`config.mk`:
```
export PLATFORM = sky130hd
export DESIGN_NAME = gregorian_mjd_converter_flat
export DESIGN_NICKNAME = d
export VERILOG_FILES = /design/src/design/gmc_pkg.sv /design/src/design/gmc_if.sv /design/src/design/gmc_ctl.sv /design/src/design/gmc_d2m.sv /design/src/design/gmc_m2d.sv /design/src/design/gregorian_mjd_converter.sv /design/src/flat_wrapper.sv
export SDC_FILE = /design/constraint.sdc
export NUM_CORES = 2
export LEC_CHECK = 0
export BUFFER_PORTS_ARGS = -buffer_cell sky130_fd_sc_hd__buf_2
export CAP_MARGIN = 0
export CORE_ASPECT_RATIO = 1.5
export CORE_MARGIN = 4
export CORE_UTILIZATION = 55
export DETAILED_ROUTE_END_ITERATION = 8
export PLACE_DENSITY = 0.71
export SLEW_MARGIN = 40
export SYNTH_ARGS = -nofsm -noshare
export SYNTH_HDL_FRONTEND = slang
export SYNTH_SLANG_ARGS = --single-unit
```
`constraint.sdc`:
```
create_clock -name i_clk -period 9.9 [get_ports i_clk]
set_input_delay 0 -clock i_clk [delete_from_list [all_inputs] [get_ports i_clk]]
set_output_delay 0 -clock i_clk [all_outputs]
set_load 0.01 [all_outputs]
```
`src/design/gmc_pkg.sv`:
```
package gmc_pkg;

    // Pipeline depth: input register, five work stages, result register.
    localparam int NSTG    = 7;
    localparam int STG_IN  = 0;
    localparam int STG_OUT = NSTG - 1;

    // Field widths of the request and result transactions.
    localparam int YEAR_IN_W   = 19;
    localparam int MONTH_W     = 4;
    localparam int DAY_IN_W    = 6;
    localparam int MJD_W       = 31;
    localparam int STATUS_W    = 3;
    localparam int YEAR_OUT_W  = 23;
    localparam int DAY_OUT_W   = 5;

    localparam int NUM_MONTHS  = 12;
    localparam int MSTART_W    = 9;
    localparam int MLEN_W      = 5;

    // Date to day number.
    localparam int X_W       = 19;
    localparam int K100      = 26;
    localparam int M100_W    = 20;
    localparam longint unsigned M100 = ((64'd1 << K100) + 64'd99) / 64'd100;
    localparam int Q_W       = 12;
    localparam int T1_W      = 29;

    // Day number to date.
    localparam int JD_W      = 30;
    localparam int X1_W      = 32;
    localparam int K1        = 50;
    localparam int M1_W      = 33;
    localparam longint unsigned M1 = ((64'd1 << K1) + 64'd146096) / 64'd146097;
    localparam int A_W       = 15;
    localparam int K2        = 43;
    localparam int M2_W      = 33;
    localparam longint unsigned M2 = ((64'd1 << K2) + 64'd1460) / 64'd1461;
    localparam int U_W       = 22;
    localparam int R_W       = 11;
    localparam int S_W       = 9;

    typedef enum logic [STATUS_W-1:0] {
        ST_OK        = 3'd0,
        ST_BAD_YEAR  = 3'd1,
        ST_BAD_MONTH = 3'd2,
        ST_BAD_DAY   = 3'd3,
        ST_RANGE     = 3'd4
    } t_status;

    typedef struct packed {
        logic [NSTG-1:0] en;      // load enable per pipeline register
        logic            in_rdy;
        logic            out_vld;
        logic            req;     // request type entering the result register
    } t_pipe_ctl;

    // First day of each month, counted from March 1 (index 0 is March).
    function automatic logic [MSTART_W-1:0] f_month_start(input logic [MONTH_W-1:0] idx);
        logic [MSTART_W-1:0] v;
        unique case (idx)
            4'd0:    v = 9'd0;
            4'd1:    v = 9'd31;
            4'd2:    v = 9'd61;
            4'd3:    v = 9'd92;
            4'd4:    v = 9'd122;
            4'd5:    v = 9'd153;
            4'd6:    v = 9'd184;
            4'd7:    v = 9'd214;
            4'd8:    v = 9'd245;
            4'd9:    v = 9'd275;
            4'd10:   v = 9'd306;
            4'd11:   v = 9'd337;
            default: v = 9'd0;
        endcase
        return v;
    endfunction

    // Month length in a common year, January is 1.
    function automatic logic [MLEN_W-1:0] f_month_len(input logic [MONTH_W-1:0] month);
        logic [MLEN_W-1:0] v;
        unique case (month)
            4'd2:    v = 5'd28;
            4'd4, 4'd6, 4'd9, 4'd11: v = 5'd30;
            default: v = 5'd31;
        endcase
        return v;
    endfunction

endpackage

```
`src/design/gmc_if.sv`:
```
interface gmc_req_if;
    import gmc_pkg::*;

    logic                        valid;
    logic                        ready;
    logic                        req_type;
    logic signed [YEAR_IN_W-1:0] in_year;
    logic [MONTH_W-1:0]          in_month;
    logic [DAY_IN_W-1:0]         in_day;
    logic signed [MJD_W-1:0]     in_mjd;

    modport source (output valid, req_type, in_year, in_month, in_day, in_mjd,
                    input ready);
    modport sink   (input valid, req_type, in_year, in_month, in_day, in_mjd,
                    output ready);
endinterface

interface gmc_rsp_if;
    import gmc_pkg::*;

    logic                         valid;
    logic                         ready;
    logic [STATUS_W-1:0]          status;
    logic signed [MJD_W-1:0]      out_mjd;
    logic signed [YEAR_OUT_W-1:0] out_year;
    logic [MONTH_W-1:0]           out_month;
    logic [DAY_OUT_W-1:0]         out_day;

    modport source (output valid, status, out_mjd, out_year, out_month, out_day,
                    input ready);
    modport sink   (input valid, status, out_mjd, out_year, out_month, out_day,
                    output ready);
endinterface

```
`src/design/gmc_ctl.sv`:
```
module gmc_ctl (
    input  logic               i_clk,
    input  logic               i_rst_n,
    input  logic               i_in_valid,
    input  logic               i_in_req,
    input  logic               i_out_ready,
    output gmc_pkg::t_pipe_ctl o_ctl
);
    import gmc_pkg::*;

    logic [NSTG-1:0]    r_vld;
    logic [STG_OUT-1:0] r_req;
    logic [NSTG:0]      en;

    // A stage loads when it is empty or when its content moves on this cycle.
    always_comb begin
        en[NSTG] = i_out_ready;
        for (int k = NSTG - 1; k >= 0; k--) begin
            en[k] = !r_vld[k] || en[k+1];
        end
    end

    always_ff @(posedge i_clk) begin
        if (!i_rst_n) begin
            r_vld <= '0;
        end else begin
            if (en[0]) begin
                r_vld[0] <= i_in_valid;
            end
            for (int k = 1; k < NSTG; k++) begin
                if (en[k]) begin
                    r_vld[k] <= r_vld[k-1];
                end
            end
        end
    end

    always_ff @(posedge i_clk) begin
        if (en[0]) begin
            r_req[0] <= i_in_req;
        end
        for (int k = 1; k < STG_OUT; k++) begin
            if (en[k]) begin
                r_req[k] <= r_req[k-1];
            end
        end
    end

    assign o_ctl.en      = en[NSTG-1:0];
    assign o_ctl.in_rdy  = en[0];
    assign o_ctl.out_vld = r_vld[STG_OUT];
    assign o_ctl.req     = r_req[STG_OUT-1];

endmodule

```
`src/design/gmc_d2m.sv`:
```
module gmc_d2m (
    input  logic                                 i_clk,
    input  logic [gmc_pkg::NSTG-1:0]             i_en,
    input  logic signed [gmc_pkg::YEAR_IN_W-1:0] i_year,
    input  logic [gmc_pkg::MONTH_W-1:0]          i_month,
    input  logic [gmc_pkg::DAY_IN_W-1:0]         i_day,
    output gmc_pkg::t_status                     o_status,
    output logic signed [gmc_pkg::MJD_W-1:0]     o_mjd
);
    import gmc_pkg::*;

    // Stage 1: range checks, offsets and month table lookups.
    logic signed [YEAR_IN_W:0] ext_year;
    logic signed [YEAR_IN_W:0] sum_x0;
    logic signed [YEAR_IN_W:0] sum_ya;
    logic                      adj;
    logic [MONTH_W-1:0]        mar_idx;

    logic                r_s1_bad_year, r_s1_bad_month, r_s1_adj, r_s1_feb;
    logic [X_W-1:0]      r_s1_x0, r_s1_ya;
    logic [MSTART_W-1:0] r_s1_mterm;
    logic [MLEN_W-1:0]   r_s1_mlen;
    logic [DAY_IN_W-1:0] r_s1_day;

    assign ext_year = {i_year[YEAR_IN_W-1], i_year};
    assign adj      = (i_month < 4'd3);
    // Year + 4800 is a multiple of 400 exactly when the year is.
    assign sum_x0   = ext_year + 20'sd4800;
    assign sum_ya   = ext_year + (adj ? 20'sd4711 : 20'sd4712);
    assign mar_idx  = (i_month >= 4'd3) ? i_month - 4'd3 : i_month + 4'd9;

    always_ff @(posedge i_clk) begin
        if (i_en[1]) begin
            r_s1_bad_year  <= (ext_year < -20'sd4699);
            r_s1_bad_month <= (i_month == '0) || (i_month > MONTH_W'(NUM_MONTHS));
            r_s1_adj       <= adj;
            r_s1_feb       <= (i_month == 4'd2);
            r_s1_x0        <= sum_x0[X_W-1:0];
            r_s1_ya        <= sum_ya[X_W-1:0];
            r_s1_mterm     <= f_month_start(mar_idx);
            r_s1_mlen      <= f_month_len(i_month);
            r_s1_day       <= i_day;
        end
    end

    // Stage 2: century quotient by reciprocal, and the 1461-day term.
    logic [X_W+M100_W-1:0] prod100;
    logic [T1_W-1:0]       t1;

    logic                r_s2_bad_year, r_s2_bad_month, r_s2_adj, r_s2_feb;
    logic [Q_W-1:0]      r_s2_q100;
    logic [X_W-1:0]      r_s2_x0;
    logic [T1_W-3:0]     r_s2_t1q;
    logic [MSTART_W-1:0] r_s2_mterm;
    logic [MLEN_W-1:0]   r_s2_mlen;
    logic [DAY_IN_W-1:0] r_s2_day;

    assign prod100 = (X_W+M100_W)'(r_s1_x0) * (X_W+M100_W)'(M100);
    assign t1      = T1_W'(r_s1_ya) * T1_W'(1461);

    always_ff @(posedge i_clk) begin
        if (i_en[2]) begin
            r_s2_bad_year  <= r_s1_bad_year;
            r_s2_bad_month <= r_s1_bad_month;
            r_s2_adj       <= r_s1_adj;
            r_s2_feb       <= r_s1_feb;
            r_s2_q100      <= prod100[K100+Q_W-1:K100];
            r_s2_x0        <= r_s1_x0;
            r_s2_t1q       <= t1[T1_W-1:2];
            r_s2_mterm     <= r_s1_mterm;
            r_s2_mlen      <= r_s1_mlen;
            r_s2_day       <= r_s1_day;
        end
    end

    // Stage 3: leap year, day check and the century correction.
    logic                r100_zero, leap, day_bad;
    logic [MLEN_W-1:0]   len;
    logic [Q_W-1:0]      qq;
    logic [Q_W+1:0]      qq3;
    t_status             n_s3_status;

    t_status             r_s3_status;
    logic [T1_W-3:0]     r_s3_t1q;
    logic [MSTART_W-1:0] r_s3_mterm;
    logic [Q_W-1:0]      r_s3_t3;
    logic [DAY_IN_W-1:0] r_s3_day;

    assign r100_zero = (r_s2_x0 == X_W'(r_s2_q100) * X_W'(100));
    assign leap      = (r_s2_x0[1:0] == 2'b00) && (!r100_zero || (r_s2_q100[1:0] == 2'b00));
    assign len       = (r_s2_feb && leap) ? 5'd29 : r_s2_mlen;
    assign day_bad   = (r_s2_day == '0) || (r_s2_day > DAY_IN_W'(len));
    // The year-adjusted century count differs by one only when the shifted
    // year lands on a century boundary.
    assign qq        = (r_s2_adj && r100_zero) ? r_s2_q100 : r_s2_q100 + 12'd1;
    assign qq3       = {2'b00, qq} + {1'b0, qq, 1'b0};

    always_comb begin
        if (r_s2_bad_year) begin
            n_s3_status = ST_BAD_YEAR;
        end else if (r_s2_bad_month) begin
            n_s3_status = ST_BAD_MONTH;
        end else if (day_bad) begin
            n_s3_status = ST_BAD_DAY;
        end else begin
            n_s3_status = ST_OK;
        end
    end

    always_ff @(posedge i_clk) begin
        if (i_en[3]) begin
            r_s3_status <= n_s3_status;
            r_s3_t1q    <= r_s2_t1q;
            r_s3_mterm  <= r_s2_mterm;
            r_s3_t3     <= qq3[Q_W+1:2];
            r_s3_day    <= r_s2_day;
        end
    end

    // Stage 4: final sum.
    logic [31:0] mjd_sum;

    t_status                 r_s4_status, r_s5_status;
    logic signed [MJD_W-1:0] r_s4_mjd, r_s5_mjd;

    assign mjd_sum = 32'(r_s3_t1q) + 32'(r_s3_mterm) + 32'(r_s3_day)
                   - 32'(r_s3_t3) - 32'd2399904;

    always_ff @(posedge i_clk) begin
        if (i_en[4]) begin
            r_s4_status <= r_s3_status;
            if (r_s3_status == ST_BAD_YEAR || r_s3_status == ST_BAD_MONTH) begin
                r_s4_mjd <= '0;
            end else begin
                r_s4_mjd <= mjd_sum[MJD_W-1:0];
            end
        end
        if (i_en[5]) begin
            r_s5_status <= r_s4_status;
            r_s5_mjd    <= r_s4_mjd;
        end
    end

    assign o_status = r_s5_status;
    assign o_mjd    = r_s5_mjd;

endmodule

```
`src/design/gmc_m2d.sv`:
```
module gmc_m2d (
    input  logic                                  i_clk,
    input  logic [gmc_pkg::NSTG-1:0]              i_en,
    input  logic signed [gmc_pkg::MJD_W-1:0]      i_mjd,
    output logic                                  o_range_bad,
    output logic signed [gmc_pkg::YEAR_OUT_W-1:0] o_year,
    output logic [gmc_pkg::MONTH_W-1:0]           o_month,
    output logic [gmc_pkg::DAY_OUT_W-1:0]         o_day
);
    import gmc_pkg::*;

    // Stage 1: range check and the Julian day number.
    logic signed [31:0] ext_mjd;
    logic signed [31:0] jd_full;

    logic            r_s1_rbad;
    logic [JD_W-1:0] r_s1_jd;
    logic [X1_W-1:0] r_s1_x1;

    assign ext_mjd = {i_mjd[MJD_W-1], i_mjd};
    assign jd_full = ext_mjd + 32'sd2400001;

    always_ff @(posedge i_clk) begin
        if (i_en[1]) begin
            r_s1_rbad <= (ext_mjd <= -32'sd2395520) || (ext_mjd >= 32'sd1000000000);
            r_s1_jd   <= jd_full[JD_W-1:0];
            r_s1_x1   <= {jd_full[JD_W-1:0], 2'b00} - 32'd17918;
        end
    end

    // Stage 2: Gregorian 400-year cycles by reciprocal multiplication.
    logic [X1_W+M1_W-1:0] prod1;

    logic            r_s2_rbad;
    logic [JD_W-1:0] r_s2_jd;
    logic [A_W-1:0]  r_s2_a;

    assign prod1 = (X1_W+M1_W)'(r_s1_x1) * (X1_W+M1_W)'(M1);

    always_ff @(posedge i_clk) begin
        if (i_en[2]) begin
            r_s2_rbad <= r_s1_rbad;
            r_s2_jd   <= r_s1_jd;
            r_s2_a    <= prod1[K1+A_W-1:K1];
        end
    end

    // Stage 3: fold the skipped leap days back into a Julian-style count.
    logic [A_W+1:0]  a3;
    logic [A_W:0]    b;
    logic [A_W+1:0]  b1;
    logic [A_W:0]    c;

    logic            r_s3_rbad;
    logic [X1_W-1:0] r_s3_v;

    assign a3 = {2'b00, r_s2_a} + {1'b0, r_s2_a, 1'b0};
    assign b  = a3[A_W+1:1];
    assign b1 = {1'b0, b} + 17'd1;
    assign c  = b1[A_W+1:1];

    always_ff @(posedge i_clk) begin
        if (i_en[3]) begin
            r_s3_rbad <= r_s2_rbad;
            r_s3_v    <= {r_s2_jd, 2'b00} + X1_W'({c, 2'b00}) - 32'd385;
        end
    end

    // Stage 4: four-year cycles by reciprocal multiplication.
    logic [X1_W+M2_W-1:0] prod2;

    logic           r_s4_rbad;
    logic [U_W-1:0] r_s4_u;
    logic [R_W-1:0] r_s4_vlo;

    assign prod2 = (X1_W+M2_W)'(r_s3_v) * (X1_W+M2_W)'(M2);

    always_ff @(posedge i_clk) begin
        if (i_en[4]) begin
            r_s4_rbad <= r_s3_rbad;
            r_s4_u    <= prod2[K2+U_W-1:K2];
            r_s4_vlo  <= r_s3_v[R_W-1:0];
        end
    end

    // Stage 5: remainder within the four-year cycle and the year.
    // The remainder is below 1461, so its low bits alone determine it.
    logic [R_W-1:0] ulo;
    logic [R_W-1:0] rem;
    logic           carry;

    logic                         r_s5_rbad;
    logic signed [YEAR_OUT_W-1:0] r_s5_year;
    logic [S_W-1:0]               r_s5_s;

    assign ulo   = r_s4_u[R_W-1:0] * 11'd1461;
    assign rem   = r_s4_vlo - ulo;
    assign carry = (rem >= 11'd1224);

    always_ff @(posedge i_clk) begin
        if (i_en[5]) begin
            r_s5_rbad <= r_s4_rbad;
            r_s5_year <= YEAR_OUT_W'(r_s4_u) + YEAR_OUT_W'(carry) - 23'd4712;
            r_s5_s    <= rem[R_W-1:2];
        end
    end

    // Month and day from the day of the year counted from March 1.
    logic [MONTH_W-1:0]  mi;
    logic [MSTART_W-1:0] dsum;

    always_comb begin
        mi = '0;
        for (int k = 1; k < NUM_MONTHS; k++) begin
            if (r_s5_s >= f_month_start(MONTH_W'(k))) begin
                mi = MONTH_W'(k);
            end
        end
    end

    assign dsum        = r_s5_s - f_month_start(mi) + 9'd1;
    assign o_range_bad = r_s5_rbad;
    assign o_year      = r_s5_year;
    assign o_month     = (mi <= 4'd9) ? mi + 4'd3 : mi - 4'd9;
    assign o_day       = dsum[DAY_OUT_W-1:0];

endmodule

```
`src/design/gregorian_mjd_converter.sv`:
```
// Channel   Role    Payload
// i_req     sink    req_type, in_year, in_month, in_day, in_mjd
// o_rsp     source  status, out_mjd, out_year, out_month, out_day
//
// One transaction per clock is taken and one result per clock is given
// while no result is stalled. A request passes through the input
// register, five work stages that keep each reciprocal multiplier in a stage
// of its own, and the result register.
// Reset clears only the stage valid flags; data registers are not reset.
// A stalled result holds the pipeline, and empty stages keep filling.
module gregorian_mjd_converter (
    input  logic      i_clk,
    input  logic      i_rst_n,
    gmc_req_if.sink   i_req,
    gmc_rsp_if.source o_rsp
);
    import gmc_pkg::*;

    t_pipe_ctl ctl;

    gmc_ctl u_ctl (
        .i_clk       (i_clk),
        .i_rst_n     (i_rst_n),
        .i_in_valid  (i_req.valid),
        .i_in_req    (i_req.req_type),
        .i_out_ready (o_rsp.ready),
        .o_ctl       (ctl)
    );

    assign i_req.ready = ctl.in_rdy;
    assign o_rsp.valid = ctl.out_vld;

    // Input register.
    logic signed [YEAR_IN_W-1:0] r_year;
    logic [MONTH_W-1:0]          r_month;
    logic [DAY_IN_W-1:0]         r_day;
    logic signed [MJD_W-1:0]     r_mjd;

    always_ff @(posedge i_clk) begin
        if (ctl.en[STG_IN]) begin
            r_year  <= i_req.in_year;
            r_month <= i_req.in_month;
            r_day   <= i_req.in_day;
            r_mjd   <= i_req.in_mjd;
        end
    end

    t_status                      d2m_status;
    logic signed [MJD_W-1:0]      d2m_mjd;
    logic                         m2d_rbad;
    logic signed [YEAR_OUT_W-1:0] m2d_year;
    logic [MONTH_W-1:0]           m2d_month;
    logic [DAY_OUT_W-1:0]         m2d_day;

    gmc_d2m u_d2m (
        .i_clk    (i_clk),
        .i_en     (ctl.en),
        .i_year   (r_year),
        .i_month  (r_month),
        .i_day    (r_day),
        .o_status (d2m_status),
        .o_mjd    (d2m_mjd)
    );

    gmc_m2d u_m2d (
        .i_clk       (i_clk),
        .i_en        (ctl.en),
        .i_mjd       (r_mjd),
        .o_range_bad (m2d_rbad),
        .o_year      (m2d_year),
        .o_month     (m2d_month),
        .o_day       (m2d_day)
    );

    // Result register: select the path of the request and zero unused fields.
    t_status                      n_status, r_status;
    logic signed [MJD_W-1:0]      n_mjd, r_out_mjd;
    logic signed [YEAR_OUT_W-1:0] n_year, r_out_year;
    logic [MONTH_W-1:0]           n_month, r_out_month;
    logic [DAY_OUT_W-1:0]         n_day, r_out_day;

    always_comb begin
        n_status = d2m_status;
        n_mjd    = d2m_mjd;
        n_year   = '0;
        n_month  = '0;
        n_day    = '0;
        if (ctl.req) begin
            n_mjd = '0;
            if (m2d_rbad) begin
                n_status = ST_RANGE;
            end else begin
                n_status = ST_OK;
                n_year   = m2d_year;
                n_month  = m2d_month;
                n_day    = m2d_day;
            end
        end
    end

    always_ff @(posedge i_clk) begin
        if (ctl.en[STG_OUT]) begin
            r_status    <= n_status;
            r_out_mjd   <= n_mjd;
            r_out_year  <= n_year;
            r_out_month <= n_month;
            r_out_day   <= n_day;
        end
    end

    assign o_rsp.status    = r_status;
    assign o_rsp.out_mjd   = r_out_mjd;
    assign o_rsp.out_year  = r_out_year;
    assign o_rsp.out_month = r_out_month;
    assign o_rsp.out_day   = r_out_day;

endmodule

```
`src/flat_wrapper.sv`:
```
// flat-port wrapper written by rule: the top's interface ports become plain ports
module gregorian_mjd_converter_flat import gmc_pkg::*;
  (i_clk, i_rst_n, i_req_valid, i_req_req_type, i_req_in_year, i_req_in_month, i_req_in_day, i_req_in_mjd, i_req_ready, o_rsp_valid, o_rsp_status, o_rsp_out_mjd, o_rsp_out_year, o_rsp_out_month, o_rsp_out_day, o_rsp_ready);
  gmc_req_if i_req_i ();
  gmc_rsp_if o_rsp_i ();
  input  logic i_clk;
  input  logic i_rst_n;
  input wire logic [$bits(i_req_i.valid)-1:0] i_req_valid;
  input wire logic [$bits(i_req_i.req_type)-1:0] i_req_req_type;
  input wire logic [$bits(i_req_i.in_year)-1:0] i_req_in_year;
  input wire logic [$bits(i_req_i.in_month)-1:0] i_req_in_month;
  input wire logic [$bits(i_req_i.in_day)-1:0] i_req_in_day;
  input wire logic [$bits(i_req_i.in_mjd)-1:0] i_req_in_mjd;
  output wire logic [$bits(i_req_i.ready)-1:0] i_req_ready;
  output wire logic [$bits(o_rsp_i.valid)-1:0] o_rsp_valid;
  output wire logic [$bits(o_rsp_i.status)-1:0] o_rsp_status;
  output wire logic [$bits(o_rsp_i.out_mjd)-1:0] o_rsp_out_mjd;
  output wire logic [$bits(o_rsp_i.out_year)-1:0] o_rsp_out_year;
  output wire logic [$bits(o_rsp_i.out_month)-1:0] o_rsp_out_month;
  output wire logic [$bits(o_rsp_i.out_day)-1:0] o_rsp_out_day;
  input wire logic [$bits(o_rsp_i.ready)-1:0] o_rsp_ready;
  assign i_req_i.valid = i_req_valid;
  assign i_req_i.req_type = i_req_req_type;
  assign i_req_i.in_year = i_req_in_year;
  assign i_req_i.in_month = i_req_in_month;
  assign i_req_i.in_day = i_req_in_day;
  assign i_req_i.in_mjd = i_req_in_mjd;
  assign i_req_ready = i_req_i.ready;
  assign o_rsp_valid = o_rsp_i.valid;
  assign o_rsp_status = o_rsp_i.status;
  assign o_rsp_out_mjd = o_rsp_i.out_mjd;
  assign o_rsp_out_year = o_rsp_i.out_year;
  assign o_rsp_out_month = o_rsp_i.out_month;
  assign o_rsp_out_day = o_rsp_i.out_day;
  assign o_rsp_i.ready = o_rsp_ready;
  gregorian_mjd_converter u_core (.i_clk(i_clk), .i_rst_n(i_rst_n), .i_req(i_req_i), .o_rsp(o_rsp_i));
endmodule
```
### After elaboration in Yosys (flattened, before gate mapping)

Memories as Yosys holds them, arrays and structs flattened. A register that Yosys moved wholly into a read port is not among the register bits.
Cells that the tools add are included.

* bits in writable memories: 0
* input bits: 65
* word-level logic and storage cells: 175
* register bits after elaboration: 608
* ROM bits: 288
* memories: 2
* latch bits: 0
* output and inout bits: 68

* eq/ne operators: 8
* $lt $le $gt $ge: 20
* bitwise logic cells: 1
* shift-type cells: 0
* $mul: 6
* divide/modulo/power cells: 0
* mux-type cells: 21
* reductions and logical operators: 30
* add/sub/neg operators: 23

Memory list
* (name not given): words 16, bits a word 9, rd ports 1, clocked after Yosys merged registers in 1, write ports 0, line gmc_pkg.sv:61 `unique case (idx)`
* (name not given): words 16, bits a word 9, rd ports 1, clocked after Yosys merged registers in 0, write ports 0, line gmc_pkg.sv:61

Operators with widths (number)
* $mul 32x33->65 const B: 1
* $mul 32x29->61 const B: 1
* $mux 4: 13
* $mul 19x20->38 const B: 1
* $ge 9x8->1 const B: 4
* $add 32x18->32: 1
* $sub 32x15->32 const B: 1
* $sub 32x9->32 const B: 1
* $ge 31x31->1 const B: 1
* $le 31x23->1 const B: 1
* $sub 30x23->31 const B: 1
* $add 30x23->30 const B: 1
* $sub 29x12->30: 1
* $add 28x6->29: 1
* $mul 19x11->29 const B: 1
* $add 27x9->28: 1
* $ge 9x9->1 const B: 3
* $add 22x1->23: 1
* $sub 23x13->23 const B: 1
* $add 19x14->19: 1
* $add 19x14->19 const B: 1
* $eq 19x19->1: 1
* $lt 19x14->1 const B: 1
* $ge 9x7->1 const B: 2
* other kinds (41): 67

### Logic depth before layout (Yosys ltp)

An unclocked memory read counts as a cell.

* depth in word-level cells: 15
* gate-level depth with buffers: 29
* depth with buffers taken out: 28

### Cells and area by module

From an unflattened synthesis, not the netlist that was laid out.

* cell total of the unflattened synthesis: 6638
* area, all modules: 73364.1 um2

Modules (own cells, without submodules)
* gmc_m2d: times used 1, cells each 4385, area an instance 45267.2 um2
* gmc_d2m: times used 1, cells each 2011, area an instance 23242.3 um2
* gregorian_mjd_converter: times used 1, cells each 202, area an instance 4362.9 um2
* gmc_ctl: times used 1, cells each 40, area an instance 491.7 um2

### Least setup slack after synthesis

No wires, ideal clock.

* kind: reg-to-reg
* start point: reg u_core.u_m2d.r_s3_v[18]
* end point: reg u_core.u_m2d.r_s4_u[21] (data pin)
* buffers on the path: 0
* setup time: 0.260 ns
* slack: 2.560 ns
* arrival time: 7.080 ns
* cell stages (with the launch flop): 27
* cell sequence: edfxtp_1 -> ha_1 -> inv_1 -> fa_1 -> inv_1 -> fa_1 -> inv_1 -> fa_1 -> inv_1 -> fa_1 -> inv_1 -> fa_1 -> inv_1 -> fa_1 -> fa_1 -> ha_1 -> a21o_1 -> a21oi_1 -> o221ai_1 -> a221oi_1 -> o21ai_0 -> o311ai_0 -> o2111ai_1 -> a31oi_1 -> o21ai_0 -> a21oi_1 -> xnor2_1

* word-level cells in the longest chain between the ends: 1

Ends and longest elaborated chain
* from (decl): line gmc_m2d.sv:55 `logic [X1_W-1:0] r_s3_v;`
* from (signal assigned): line gmc_m2d.sv:65 `r_s3_v <= {r_s2_jd, 2'b00} + X1_W'({c, 2'b00}) - 32'd385;`
* $mul 32x29->61: line gmc_m2d.sv:76 `assign prod2 = (X1_W+M2_W)'(r_s3_v) * (X1_W+M2_W)'(M2);`
* named net u_core.u_m2d.prod2[64]: line gmc_m2d.sv:70 `logic [X1_W+M2_W-1:0] prod2;`
* to (signal assigned): line gmc_m2d.sv:81 `r_s4_u <= prod2[K2+U_W-1:K2];`
* to (decl): line gmc_m2d.sv:73 `logic [U_W-1:0] r_s4_u;`

The timed path passes the listed nets, and every way through them passes these cells.
A chain may end at the register's enable or synchronous reset.

### Worst setup path in the final report

* start point: reg u_core.u_m2d.r_s1_x1[20]
* end point: reg u_core.u_m2d.r_s2_a[13] (data pin)

* word-level cells in the longest chain between the ends: 1

Ends and longest elaborated chain
* from (decl): line gmc_m2d.sv:18 `logic [X1_W-1:0] r_s1_x1;`
* from (signal assigned): line gmc_m2d.sv:27 `r_s1_x1 <= {jd_full[JD_W-1:0], 2'b00} - 32'd17918;`
* $mul 32x33->65: line gmc_m2d.sv:38 `assign prod1 = (X1_W+M1_W)'(r_s1_x1) * (X1_W+M1_W)'(M1);`
* named net u_core.u_m2d.prod1[63]: line gmc_m2d.sv:32 `logic [X1_W+M1_W-1:0] prod1;`
* to (signal assigned): line gmc_m2d.sv:44 `r_s2_a <= prod1[K1+A_W-1:K1];`
* to (decl): line gmc_m2d.sv:36 `logic [A_W-1:0] r_s2_a;`

The timed path passes the listed nets, and every way through them passes these cells.

==> metrics.txt <==
crit path DAT 9.08 ns; drt total wl 180 mm; Clock Root Buffer clkbuf_16; first-pass GRT wire length 281 mm; achievable clock frequency 0.116 GHz; Die H 454 um; register area 0.0178 sq mm; Synth async-reset ratio 0%; final worst slack 1.26 ns; layout cells sized above 1 4.35%; Max FO, Critical Path 7; First DRT Iteration DRCs 2171; worst-skew pair later-pin latency 0.68 ns; DR pass1 iterations 5; Die W 305 um; cell family contributing the most delay on the critical path adder cells; Final Hold Slack 0.0393 ns; clk_skew 0.0622 ns; Syn Inst Count 6594; min cycle time layout 8.64 ns; CP Capture Type register; Synth Cell Area 0.0728 sq mm; slowest library cell on the worst path fa_1; vias in the first global route 50000; max_cap viols 0; Worst EP required 10.34 ns; Clk pin slew, worst setup/hold paths 0.07 ns; Die Area 0.138 sq mm; I/O pin cnt 133; nets 9149; input/output buffers 132; post-detail-place hpwl 157 mm; wire per inst 21.0 um; Clock Tree Buf Depth 3; Cell variety after synth 91; Rel. slew slack 42.6%; htree depth 2; final setup fails 0; vias post-DR 45900; register area share after synthesis 24.5%; number of synthesized flops with an enable pin 588; outcome complete, no violations; largest net degree at the start of global routing 70; Final period util 87.3%; initial antenna violation count 5; setup_tns 0 ns; DR DRC count 0; area of the multi-input gates 0.0479 sq mm; core area 0.132 sq mm; Detail Route Antenna Nets 0; critical path type reg -> reg; TritonCTS buffer count 57; std cell rows 163; Least-Margin Pin Slew 0.862 ns; YS warnings 0; Slew Viols, Final 0; Mean Syn Cell Area 11.0 sq um; vias per cell 5.33; filler cell count 10900; CTS tree done; gpl congestion 1.04; GR Util All Layers 26.7%; effective utilization at floorplan 55.3%; register bit count reported by yosys 595; Synth-to-Final Area Change 7.37%; pre-CTS WS 1.25 ns; CP peak stage delay 0.68 ns; Hold Path Class in -> reg; Final Hold Vio Count 0; grt total ovfl 0; Worst path most repeated cell fa_1; RSZ-0062 raised after global routing false; Worst setup SP type register; Main synth FF type edfxtp_1; Buf/Inv on CP 6; Placed Cells 8428; Syn Nets 8917; Non-Filler Instances 8602; post-CTS setup buffers 0; Sink Count 595
-- cell usage after synthesis, types with 20 or more instances --
library cell	number	share of area, %
nand4_1	26	0.22
o21ai_0	126	0.87
inv_1	1858	9.6
nand2b_1	44	0.38
a211oi_1	28	0.29
or2_2	22	0.19
a21o_1	116	1.2
xnor2_1	219	2.6
fa_1	1036	28
edfxtp_1	588	24
xor2_1	100	1.2
o211ai_1	27	0.28
and3_1	25	0.21
nor4_1	20	0.17
a21oi_1	181	1.2
nor3_1	53	0.36
and2_1	50	0.43
clkbuf_1	38	0.20
nor2_1	189	0.97
nor2b_1	76	0.65
o21bai_1	37	0.38
nand2_1	152	0.78
nand3_1	75	0.52
o21a_1	36	0.37
ha_1	1222	21
a31oi_1	30	0.26
-- repair_timing --
| item | CTS | global route |
|---|---|---|
| hold endpoints to repair | 68 | 0 |
| resized for setup | 0 | 0 |
| hold buffers | 71 | 0 |
-- cells by family after synthesis --
family	after synthesis	synth area share (%)
AND/OR/NAND/NOR	788	5.49
XOR/XNOR	322	3.93
multiplexers	17	0.241
flip-flops	595	24.5
buffers and inverters	1903	9.82
AO/OA/AOI/OAI	711	6.55
adder cells (fa/ha/maj)	2258	49.5
-- final timing paths --
path	from	to	slack (ns)	depth (start not counted)
hold / removal	i_req_in_mjd[16]	u_core.r_mjd[16]$_DFFE_PP_	0.04	2
hold reg to reg	u_core.r_day[5]$_DFFE_PP_	u_core.u_d2m.r_s1_day[5]$_DFFE_PP_	0.39	0
setup / recovery	u_core.u_m2d.r_s1_x1[20]$_DFFE_PP_	u_core.u_m2d.r_s2_a[13]$_DFFE_PP_	1.26	26
setup reg to reg	u_core.u_m2d.r_s1_x1[20]$_DFFE_PP_	u_core.u_m2d.r_s2_a[13]$_DFFE_PP_	1.26	26
-- sequential cells by signal, indices dropped and copies added (netlist names), 27 cells and up --
register               cells
u_core.u_m2d.r_s3_v       30
u_core.u_d2m.r_s2_t1q     27
u_core.u_d2m.o_mjd        31
u_core.u_m2d.r_s2_jd      30
u_core.u_d2m.r_s3_t1q     27
u_core.u_m2d.r_s1_jd      30
u_core.o_rsp.out_mjd      31
u_core.r_mjd              31
u_core.u_d2m.r_s4_mjd     31
-- cells in the final DEF (no fill, tap or decap), drive strengths merged, types with 44 or more instances in the layout --
cell type	n
a21oi	181
edfxtp	588
a21o	116
ha	1222
inv	1861
nor2b	76
nand2	152
clkbuf	68
nor3	54
nand3	75
dlygate4sd3	71
buf	147
nor2	189
xnor2	220
and2	51
o21ai	130
nand2b	44
xor2	101
fa	1036
-- cell type report --
class / count / share of cell area, %
Multi-Input combinational cell: 4096 / 61.3
Sequential cell: 595 / 22.8
Inverter: 1858 / 8.93
Tap cell: 1732 / 2.77
Timing Repair Buffer: 218 / 1.92
Clock buffer: 68 / 1.88
Clock inverter: 33 / 0.415
Antenna cell: 2 / 0.00641
-- worst reg2reg max path: stages (launching register included) --
cell and delay (ns):
edfxtp_1 0.60, fa_1 0.69, inv_1 0.11, fa_1 0.56, inv_1 0.06, fa_1 0.49, inv_1 0.05, fa_1 0.50
inv_1 0.07, fa_1 0.52, fa_1 0.57, fa_1 0.58, inv_1 0.06, fa_1 0.54, inv_1 0.05, ha_1 0.33
nand4_1 0.13, nor2_1 0.51, nand3_1 0.22, nand2b_1 0.22, o211ai_1 0.29, o21a_1 0.30, nor2_1 0.09, a211oi_1 0.48
o31a_1 0.23, nor2_1 0.05, xnor2_1 0.12
-- per-layer routing --
layer | global-route usage (%) | part of all wire [%]
met1 | 29.3 | 36
met2 | 49.7 | 53
met3 | 2.07 | 3.0
met4 | 17.0 | 7.9
met5 | 0 | 0.0055
-- per-stage QoR --
step | instance area, sq um | utilization (%)
3_3_place_gp | 75600 | 57.4
5_1_grt | 78100 | 59.4
3_5_place_dp | 75600 | 57.5
4_1_cts | 78100 | 59.4
6_report | 78100 | 59.4
2_1_floorplan | 72800 | -
Power is not shown: default switching activity piles up to over one toggle a cycle in this logic, so the estimate is an artifact.
